<file path="config.mk">
export PLATFORM = sky130hd
export DESIGN_NAME = bus_session_master_fsm
export DESIGN_NICKNAME = d
export VERILOG_FILES = /design/src/design/bsm_pkg.sv /design/src/design/bsm_core.sv /design/src/design/bus_session_master_fsm.sv
export VERILOG_INCLUDE_DIRS = /design/src /design/src/design
export SDC_FILE = /design/constraint.sdc
export NUM_CORES = 1
export LEC_CHECK = 0
export ABC_AREA = 1
export BUFFER_PORTS_ARGS = -buffer_cell sky130_fd_sc_hd__buf_2
export CAP_MARGIN = 20
export CORE_MARGIN = 2
export CORE_UTILIZATION = 25
export DETAILED_ROUTE_END_ITERATION = 10
export PLACE_DENSITY_LB_ADDON = 0.05
export SETUP_SLACK_MARGIN = 0.5
export SLEW_MARGIN = 20
export SYNTH_ARGS = -nofsm -noshare
export SYNTH_HDL_FRONTEND = slang
export SYNTH_HIERARCHICAL = 1
export SYNTH_SLANG_ARGS = --single-unit
</file>
<file path="constraint.sdc">
create_clock -name aclk -period 4.8 [get_ports aclk]
set_input_delay 0.48 -clock aclk [delete_from_list [all_inputs] [get_ports aclk]]
set_output_delay 0.48 -clock aclk [all_outputs]
set_load 0.03 [all_outputs]
</file>
<file path="src/design/bus_session_master_fsm_assert.svh">
// Assertion macros shared by the session controller RTL
`ifndef BUS_SESSION_MASTER_FSM_ASSERT_SVH
`define BUS_SESSION_MASTER_FSM_ASSERT_SVH

// same-cycle implication, disabled during reset
`define BSM_ASSERT_NOW(label, clk, rstn, ante, cons) \
    label: assert property (@(posedge clk) disable iff (!(rstn)) (ante) |-> (cons)) \
        else $error("bsm assertion failed");

// next-cycle implication, disabled during reset
`define BSM_ASSERT_NEXT(label, clk, rstn, ante, cons) \
    label: assert property (@(posedge clk) disable iff (!(rstn)) (ante) |=> (cons)) \
        else $error("bsm assertion failed");

`endif

</file>
<file path="src/design/bsm_pkg.sv">
// Types, codes and defaults for the bus session master controller
`default_nettype none

package bsm_pkg;

    localparam int INIT_INTERVAL_DEF = 128;
    localparam int CFG_DATA_W        = 16;
    localparam int CFG_IDX_W         = 3;
    localparam int PHASE_W           = 4;
    localparam int ACTION_W          = 3;

    // phase codes
    localparam logic [PHASE_W-1:0] ST_INIT     = 4'd0;
    localparam logic [PHASE_W-1:0] ST_CONNECT  = 4'd1;
    localparam logic [PHASE_W-1:0] ST_START    = 4'd2;
    localparam logic [PHASE_W-1:0] ST_SESS_REQ = 4'd3;
    localparam logic [PHASE_W-1:0] ST_SESS_RSP = 4'd4;
    localparam logic [PHASE_W-1:0] ST_IDLE     = 4'd5;
    localparam logic [PHASE_W-1:0] ST_DATA_REQ = 4'd6;
    localparam logic [PHASE_W-1:0] ST_DATA_RSP = 4'd7;
    localparam logic [PHASE_W-1:0] ST_ERROR    = 4'd8;
    localparam logic [PHASE_W-1:0] ST_TIMEOUT  = 4'd9;

    // action codes
    localparam logic [ACTION_W-1:0] ACT_NONE      = 3'd0;
    localparam logic [ACTION_W-1:0] ACT_CONNECT   = 3'd1;
    localparam logic [ACTION_W-1:0] ACT_START_SYM = 3'd2;
    localparam logic [ACTION_W-1:0] ACT_SESS_REQ  = 3'd3;
    localparam logic [ACTION_W-1:0] ACT_SESS_POLL = 3'd4;
    localparam logic [ACTION_W-1:0] ACT_DATA_REQ  = 3'd5;
    localparam logic [ACTION_W-1:0] ACT_DATA_POLL = 3'd6;

    // register indexes
    localparam logic [CFG_IDX_W-1:0] REG_START_SEQ_PERIOD = 3'd0;
    localparam logic [CFG_IDX_W-1:0] REG_START_SEQ_LENGTH = 3'd1;
    localparam logic [CFG_IDX_W-1:0] REG_RECV_WAIT        = 3'd2;
    localparam logic [CFG_IDX_W-1:0] REG_IDLE_PERIOD      = 3'd3;
    localparam logic [CFG_IDX_W-1:0] REG_ERROR_HOLD       = 3'd4;
    localparam logic [CFG_IDX_W-1:0] REG_TIMEOUT_HOLD     = 3'd5;

    // register reset values
    localparam logic [15:0] START_SEQ_PERIOD_RST = 16'd5;
    localparam logic [7:0]  START_SEQ_LENGTH_RST = 8'd8;
    localparam logic [15:0] RECV_WAIT_RST        = 16'd2000;
    localparam logic [15:0] IDLE_PERIOD_RST      = 16'd1000;
    localparam logic [15:0] ERROR_HOLD_RST       = 16'd5000;
    localparam logic [15:0] TIMEOUT_HOLD_RST     = 16'd15000;

    typedef struct packed {
        logic op_failed;
        logic rsp_complete;
    } in_word_t;

    typedef struct packed {
        logic [ACTION_W-1:0] action;
        logic                bus_reset;
        logic                bus_timeout;
        logic [PHASE_W-1:0]  fsm_state;
    } out_word_t;

    typedef struct packed {
        logic [15:0] start_seq_period;
        logic [7:0]  start_seq_length;
        logic [15:0] recv_wait;
        logic [15:0] idle_period;
        logic [15:0] error_hold;
        logic [15:0] timeout_hold;
    } cfg_t;

endpackage

`default_nettype wire

</file>
<file path="src/design/bsm_core.sv">
// Session state machine: phase, shared timer and counters, one step per word
`default_nettype none

`include "bus_session_master_fsm_assert.svh"

module bsm_core #(
    parameter int INIT_INTERVAL = bsm_pkg::INIT_INTERVAL_DEF
) (
    input  wire logic              aclk,
    input  wire logic              aresetn,
    input  wire bsm_pkg::cfg_t     cfg,
    input  wire logic              step,
    input  wire bsm_pkg::in_word_t in_word,
    output bsm_pkg::out_word_t     out_word
);
    import bsm_pkg::*;

    localparam int TICK_W = $clog2(INIT_INTERVAL);
    localparam logic [TICK_W-1:0] TICK_LAST = TICK_W'(INIT_INTERVAL - 1);

    logic [PHASE_W-1:0] phase_reg, phase_next;
    logic [TICK_W-1:0]  tick_reg, tick_next;
    logic [7:0]         start_reg, start_next;
    logic [15:0]        wait_reg, wait_next;
    logic [15:0]        wait_inc;
    logic [15:0]        period;
    logic               expired;

    assign wait_inc = (wait_reg == 16'hFFFF) ? wait_reg : wait_reg + 16'd1;
    assign tick_next = (tick_reg == TICK_LAST) ? '0 : tick_reg + TICK_W'(1);

    always_comb begin
        case (phase_reg)
            ST_START:                 period = cfg.start_seq_period;
            ST_SESS_RSP, ST_DATA_RSP: period = cfg.recv_wait;
            ST_IDLE:                  period = cfg.idle_period;
            ST_ERROR:                 period = cfg.error_hold;
            default:                  period = cfg.timeout_hold;
        endcase
    end

    assign expired = (wait_inc >= period);

    always_comb begin
        phase_next = phase_reg;
        start_next = start_reg;
        wait_next  = wait_reg;
        out_word   = '0;
        unique case (phase_reg)
            ST_INIT: begin
                if (tick_reg == '0) begin
                    phase_next = ST_CONNECT;
                end
            end
            ST_CONNECT: begin
                out_word.action = ACT_CONNECT;
                wait_next = '0;
                if (in_word.op_failed) begin
                    out_word.bus_reset = 1'b1;
                    phase_next = ST_ERROR;
                end else begin
                    start_next = '0;
                    phase_next = ST_START;
                end
            end
            ST_START: begin
                wait_next = wait_inc;
                if (expired) begin
                    out_word.action = ACT_START_SYM;
                    if (in_word.op_failed) begin
                        out_word.bus_reset = 1'b1;
                        wait_next = '0;
                        phase_next = ST_ERROR;
                    end else if (start_reg >= cfg.start_seq_length) begin
                        phase_next = ST_SESS_REQ;
                    end else begin
                        wait_next = '0;
                        start_next = start_reg + 8'd1;
                    end
                end
            end
            ST_SESS_REQ, ST_DATA_REQ: begin
                out_word.action = (phase_reg == ST_SESS_REQ) ? ACT_SESS_REQ : ACT_DATA_REQ;
                wait_next = '0;
                if (in_word.op_failed) begin
                    out_word.bus_reset = 1'b1;
                    phase_next = ST_ERROR;
                end else begin
                    phase_next = (phase_reg == ST_SESS_REQ) ? ST_SESS_RSP : ST_DATA_RSP;
                end
            end
            ST_SESS_RSP, ST_DATA_RSP: begin
                out_word.action = (phase_reg == ST_SESS_RSP) ? ACT_SESS_POLL : ACT_DATA_POLL;
                if (in_word.op_failed) begin
                    out_word.bus_reset = 1'b1;
                    wait_next = '0;
                    phase_next = ST_ERROR;
                end else if (expired) begin
                    out_word.bus_timeout = 1'b1;
                    wait_next = '0;
                    phase_next = ST_TIMEOUT;
                end else begin
                    wait_next = wait_inc;
                    if (in_word.rsp_complete) begin
                        if (phase_reg == ST_SESS_RSP) begin
                            phase_next = ST_DATA_REQ;
                        end else begin
                            wait_next = '0;
                            phase_next = ST_IDLE;
                        end
                    end
                end
            end
            ST_IDLE: begin
                wait_next = wait_inc;
                if (expired) begin
                    phase_next = ST_DATA_REQ;
                end
            end
            ST_ERROR: begin
                wait_next = wait_inc;
                if (expired) begin
                    phase_next = ST_INIT;
                end
            end
            ST_TIMEOUT: begin
                wait_next = wait_inc;
                if (expired) begin
                    wait_next = '0;
                    start_next = '0;
                    phase_next = ST_START;
                end
            end
            default: begin
                phase_next = ST_INIT;
            end
        endcase
        out_word.fsm_state = phase_next;
    end

    always_ff @(posedge aclk) begin
        if (!aresetn) begin
            phase_reg <= ST_INIT;
            tick_reg  <= '0;
            start_reg <= '0;
            wait_reg  <= '0;
        end else if (step) begin
            phase_reg <= phase_next;
            tick_reg  <= tick_next;
            start_reg <= start_next;
            wait_reg  <= wait_next;
        end
    end

    `BSM_ASSERT_NEXT(a_reset_to_error, aclk, aresetn,
        step && out_word.bus_reset, phase_reg == ST_ERROR && wait_reg == '0)
    `BSM_ASSERT_NEXT(a_timeout_entry, aclk, aresetn,
        step && out_word.bus_timeout, phase_reg == ST_TIMEOUT && wait_reg == '0)
    `BSM_ASSERT_NEXT(a_hold_without_step, aclk, aresetn,
        !step, $stable(phase_reg) && $stable(wait_reg) && $stable(tick_reg))
    `BSM_ASSERT_NEXT(a_init_waits_tick, aclk, aresetn,
        step && phase_reg == ST_INIT && tick_reg != '0, phase_reg == ST_INIT)

endmodule

`default_nettype wire

</file>
<file path="src/design/bus_session_master_fsm.sv">
// Path: a word accepted on s_ goes through the input register, then the result register, to m_.
// Throughput: one word per cycle unless m_ready stalls; one pass of state logic per word.
// Stalls on m_ready back up through the result register into s_ready.
// Reset (aresetn low at a clock edge): phase init, counters zero, registers at defaults,
// both channels empty.
`default_nettype none

`include "bus_session_master_fsm_assert.svh"

module bus_session_master_fsm #(
    parameter int INIT_INTERVAL = bsm_pkg::INIT_INTERVAL_DEF
) (
    input  wire logic                           aclk,
    input  wire logic                           aresetn,
    input  wire logic                           cfg_wr_en,
    input  wire logic [bsm_pkg::CFG_IDX_W-1:0]  cfg_index,
    input  wire logic [bsm_pkg::CFG_DATA_W-1:0] cfg_wr_data,
    input  wire logic                           s_valid,
    output logic                                s_ready,
    input  wire bsm_pkg::in_word_t              s_data,
    output logic                                m_valid,
    input  wire logic                           m_ready,
    output bsm_pkg::out_word_t                  m_data
);
    import bsm_pkg::*;

    cfg_t      cfg_reg;
    logic      in_valid_reg;
    in_word_t  in_word_reg;
    logic      out_valid_reg;
    out_word_t out_word_reg;
    out_word_t res_word;
    logic      out_free;
    logic      step;

    always_ff @(posedge aclk) begin
        if (!aresetn) begin
            cfg_reg.start_seq_period <= START_SEQ_PERIOD_RST;
            cfg_reg.start_seq_length <= START_SEQ_LENGTH_RST;
            cfg_reg.recv_wait        <= RECV_WAIT_RST;
            cfg_reg.idle_period      <= IDLE_PERIOD_RST;
            cfg_reg.error_hold       <= ERROR_HOLD_RST;
            cfg_reg.timeout_hold     <= TIMEOUT_HOLD_RST;
        end else if (cfg_wr_en) begin
            unique case (cfg_index)
                REG_START_SEQ_PERIOD: cfg_reg.start_seq_period <= cfg_wr_data;
                REG_START_SEQ_LENGTH: cfg_reg.start_seq_length <= cfg_wr_data[7:0];
                REG_RECV_WAIT:        cfg_reg.recv_wait        <= cfg_wr_data;
                REG_IDLE_PERIOD:      cfg_reg.idle_period      <= cfg_wr_data;
                REG_ERROR_HOLD:       cfg_reg.error_hold       <= cfg_wr_data;
                REG_TIMEOUT_HOLD:     cfg_reg.timeout_hold     <= cfg_wr_data;
                default: ;
            endcase
        end
    end

    assign out_free = !out_valid_reg || m_ready;
    assign step     = in_valid_reg && out_free;
    assign s_ready  = !in_valid_reg || out_free;

    always_ff @(posedge aclk) begin
        if (!aresetn) begin
            in_valid_reg <= 1'b0;
        end else if (s_ready) begin
            in_valid_reg <= s_valid;
        end
    end

    always_ff @(posedge aclk) begin
        if (s_ready && s_valid) begin
            in_word_reg <= s_data;
        end
    end

    bsm_core #(
        .INIT_INTERVAL(INIT_INTERVAL)
    ) u_core (
        .aclk     (aclk),
        .aresetn  (aresetn),
        .cfg      (cfg_reg),
        .step     (step),
        .in_word  (in_word_reg),
        .out_word (res_word)
    );

    always_ff @(posedge aclk) begin
        if (!aresetn) begin
            out_valid_reg <= 1'b0;
        end else if (out_free) begin
            out_valid_reg <= in_valid_reg;
        end
    end

    always_ff @(posedge aclk) begin
        if (step) begin
            out_word_reg <= res_word;
        end
    end

    assign m_valid = out_valid_reg;
    assign m_data  = out_word_reg;

    `BSM_ASSERT_NEXT(a_step_fills_output, aclk, aresetn, step, out_valid_reg)
    `BSM_ASSERT_NOW(a_stall_blocks_input, aclk, aresetn,
        in_valid_reg && out_valid_reg && !m_ready, !s_ready && !step)
    `BSM_ASSERT_NEXT(a_accept_loads_input, aclk, aresetn, s_valid && s_ready, in_valid_reg)

endmodule

`default_nettype wire

</file>
==> flow_metrics.env <==
export IMPL_setup_tns_ns=0
export IMPL_ff2ff_path_depth=20
export IMPL_worst_ep_arrival_time_ns=4.00
export IMPL_firstDrtPassIters=5
export IMPL_netlist_instances=1095
export IMPL_grt_usage_pct=16.3
export IMPL_grt_overflow_total=0
export IMPL_rsz0062_at_grt="false"
export IMPL_area_delta_synth_final_pct=15.1
export IMPL_ctsResizeCount=0
export IMPL_multi_input_area_um2=3990
export IMPL_yosysSeqAreaShare_pct=38.0
export IMPL_ys_types=39
export IMPL_io_pins=37
export IMPL_hold_violations=0
export IMPL_die_h_um=177
export IMPL_cts_tree="built"
export IMPL_initialDrtViolationCount=370
export IMPL_clkLatencyLatePin_ns=0.44
export IMPL_clock_sinks=136
export IMPL_final_cell_mix="nand2_1 (303), nor2_1 (185), nand3_1 (125), dfxtp_1 (125), inv_1 (81)"
export IMPL_grt_max_degree=68
export IMPL_yosysTopAreaCell="dfxtp_1"
export IMPL_r2r_end="u_core/wait_reg[5]$_SDFFE_PN0P_"
export IMPL_crit_slowest_cell="dfxtp_1"
export IMPL_critPathMaxFanout=27
export IMPL_p_leak_nw=3.65
export IMPL_rows=63
export IMPL_clk_pin_slew_ns=0.06
export IMPL_status="completed"
export IMPL_die_area_um2=31200
export IMPL_drive_gt1_share_pct=11.3
export IMPL_finClkSkew_ns=0.0110
export IMPL_finalCritPeriodShare_pct=76.0
export IMPL_crit_chain="nor2_1 > nand3_1 > inv_2 > nor2_2 > nand3_4 > a41oi_1 > ha_1 > nand2_1 > nor2_1 > nand2_1 > nand2_1 > nor2_1 > nand2_1 > nand2_1 > nand2_2 > nor2_1 > nand2_1 > nand2_2 > nand2_1 > a21oi_1"
export IMPL_cts_buffers=17
export IMPL_place_hpwl_um=16500
export IMPL_viasPerCell=4.44
export IMPL_clock_path_buffers=2
export IMPL_min_to="in_word_reg[0]$_DFFE_PP_"
export IMPL_post_route_drc_count=0
export IMPL_max_cap_violations=0
export IMPL_min_delay_start="s_data[0]"
export IMPL_nNetsFinal=1169
export IMPL_fill_cells=3349
export IMPL_min_period_ns=3.65
export IMPL_place_congestion=0.783
export IMPL_synth_area_top_cells="dfxtp_1 (34%), nand2_1 (15%), nor2_1 (9.3%)"
export IMPL_end_kind="register"
export IMPL_ys_ff_latch=136
export IMPL_worstHoldPathCells=1
export IMPL_start_util_pct=25.3
export IMPL_regArea_um2=2830
export IMPL_setup_violations=0
export IMPL_synth_avg_cell_area_um2=6.80
export IMPL_startpoint_type="register"
export IMPL_totalWireLength_um=24000
export IMPL_ys_warn_count=6
export IMPL_post_cts_buffers=0
export IMPL_powerDensity_nw_per_um2=354
export IMPL_hold_buffers=0
export IMPL_portBuffers=36
export IMPL_stdcell_count=1518
export IMPL_critical_path_max_stage_delay_ns=0.51
export IMPL_peakVddDrop_mv=0.226
export IMPL_num_vias=6740
export IMPL_synthArstFlopShare_pct=0
export IMPL_cpMostUsedCell="nand2_1"
export IMPL_synth_top_flop_cell="dfxtp_1"
export IMPL_fmaxAchievable_mhz=274
export IMPL_synth_area_um2=7450
export IMPL_synth_top_area_share_pct=33.6
export IMPL_r2r_start="u_core/phase_reg[1]$_SDFFE_PN0P_"
export IMPL_dp_cells=1486
export IMPL_synth_edf_count=11
export IMPL_syn_nets=1149
export IMPL_diodes=0
export IMPL_grt_pass1_wl_um=38700
export IMPL_path_class="reg2reg"
export IMPL_antenna_found_initial=0
export IMPL_htree_levels=4
export IMPL_slew_headroom_pct=42.1
export IMPL_die_x_um=177
export IMPL_critPathRequiredTime_ns=5.16
export IMPL_cts_root_buf="clkbuf_16"
export IMPL_hold_path_class="in2reg"
export IMPL_final_max_slew_violation_count=0
export IMPL_postRouteAntennaNets=0
export IMPL_largest_reg_flops=88
export IMPL_grt_pass1_vias=6662
export IMPL_r2r_setup_slack_ns=1.15
export IMPL_core_area_um2=29500
export IMPL_final_common_cell="nand2_1"
export IMPL_max_slew_worst_pin_slew_ns=0.867
export IMPL_wl_per_cell_um=15.8
==> routing by layer <==
layer / global-route usage (%) / part of all wire [%]
met3: 3.12 / 2.6
met4: 4.24 / 1.1
met5: 0 / 0
met2: 26.8 / 46
met1: 22.0 / 50
==> stage by stage <==
stage	hold WS (ns)	instance area, um2	setup slack [ns]	power (mW)	utilization [%]
after floorplan	0.424	7450	1.89	1.49	-
after global placement	0.437	7930	1.06	1.61	26.9
after detailed placement	0.443	7930	1.06	1.61	26.9
after CTS	0.212	8570	1.04	3.09	29.1
after global routing	0.213	8570	0.705	3.19	29.1
final	0.233	8570	1.15	3.04	29.1
==> how the worst max path moves through the flow <==
stage,start,to,slack (ns),cells after the start
2_1_floorplan,u_core/wait_reg[0]$_SDFFE_PN0P_,m_data[3]$_DFFE_PP_,1.89,23
3_3_place_gp,u_core/phase_reg[1]$_SDFFE_PN0P_,u_core/start_reg[7]$_SDFFE_PN0P_,1.06,17
3_5_place_dp,u_core/phase_reg[1]$_SDFFE_PN0P_,u_core/start_reg[5]$_SDFFE_PN0P_,1.06,17
4_1_cts,u_core/phase_reg[1]$_SDFFE_PN0P_,u_core/start_reg[4]$_SDFFE_PN0P_,1.04,17
5_1_grt,u_core/phase_reg[1]$_SDFFE_PN0P_,u_core/start_reg[4]$_SDFFE_PN0P_,0.71,17
6_report,u_core/phase_reg[1]$_SDFFE_PN0P_,u_core/wait_reg[5]$_SDFFE_PN0P_,1.15,20
==> Yosys cell counts, drive strengths merged (7+ instances only) <==
cell type / count
a22oi: 8
nand4: 14
edfxtp: 11
nor3: 7
o21ai: 28
nand3: 126
nand2: 307
nor2: 203
dfxtp: 125
inv: 94
buf: 40
xor2: 12
ha: 28
a21oi: 63
==> cells by family (layout without fill, tap and decap cells) <==
kind of cell,after synthesis,after routing,share of synthesized area (%)
buffers and inverters,140,173,8.55
adder cells (fa/ha/maj),28,28,4.70
XOR/XNOR,17,17,2.00
flip-flops,136,136,38.0
AND/OR/NAND/NOR,661,661,37.9
AO/OA/AOI/OAI,113,113,8.84
==> worst max-delay path: cells and delay by family (launching register included) <==
| family | cells | cell delay, ns |
|---|---|---|
| simple gates | 16 | 1.96 |
| compound gates | 2 | 0.58 |
| flops | 1 | 0.51 |
| fa+ha+maj | 1 | 0.30 |
| buf+inv | 1 | 0.21 |
==> power by group <==
part	switching (mW)	internal [mW]	leakage (nW)	total [mW]
Combinational	0.261	0.107	2.21	0.368
Sequential	0.0261	1.18	1.12	1.21
Clock	0.581	0.880	0.315	1.46
==> final cells by class <==
class	count	area share, %
multi-input combinational	819	46.5
sequential	136	33.0
tap	390	5.69
clock buffer	19	5.41
inverter	94	4.14
timing repair buffer	47	3.09
clock inverter	13	2.12
(Power assumes the default switching activity.)
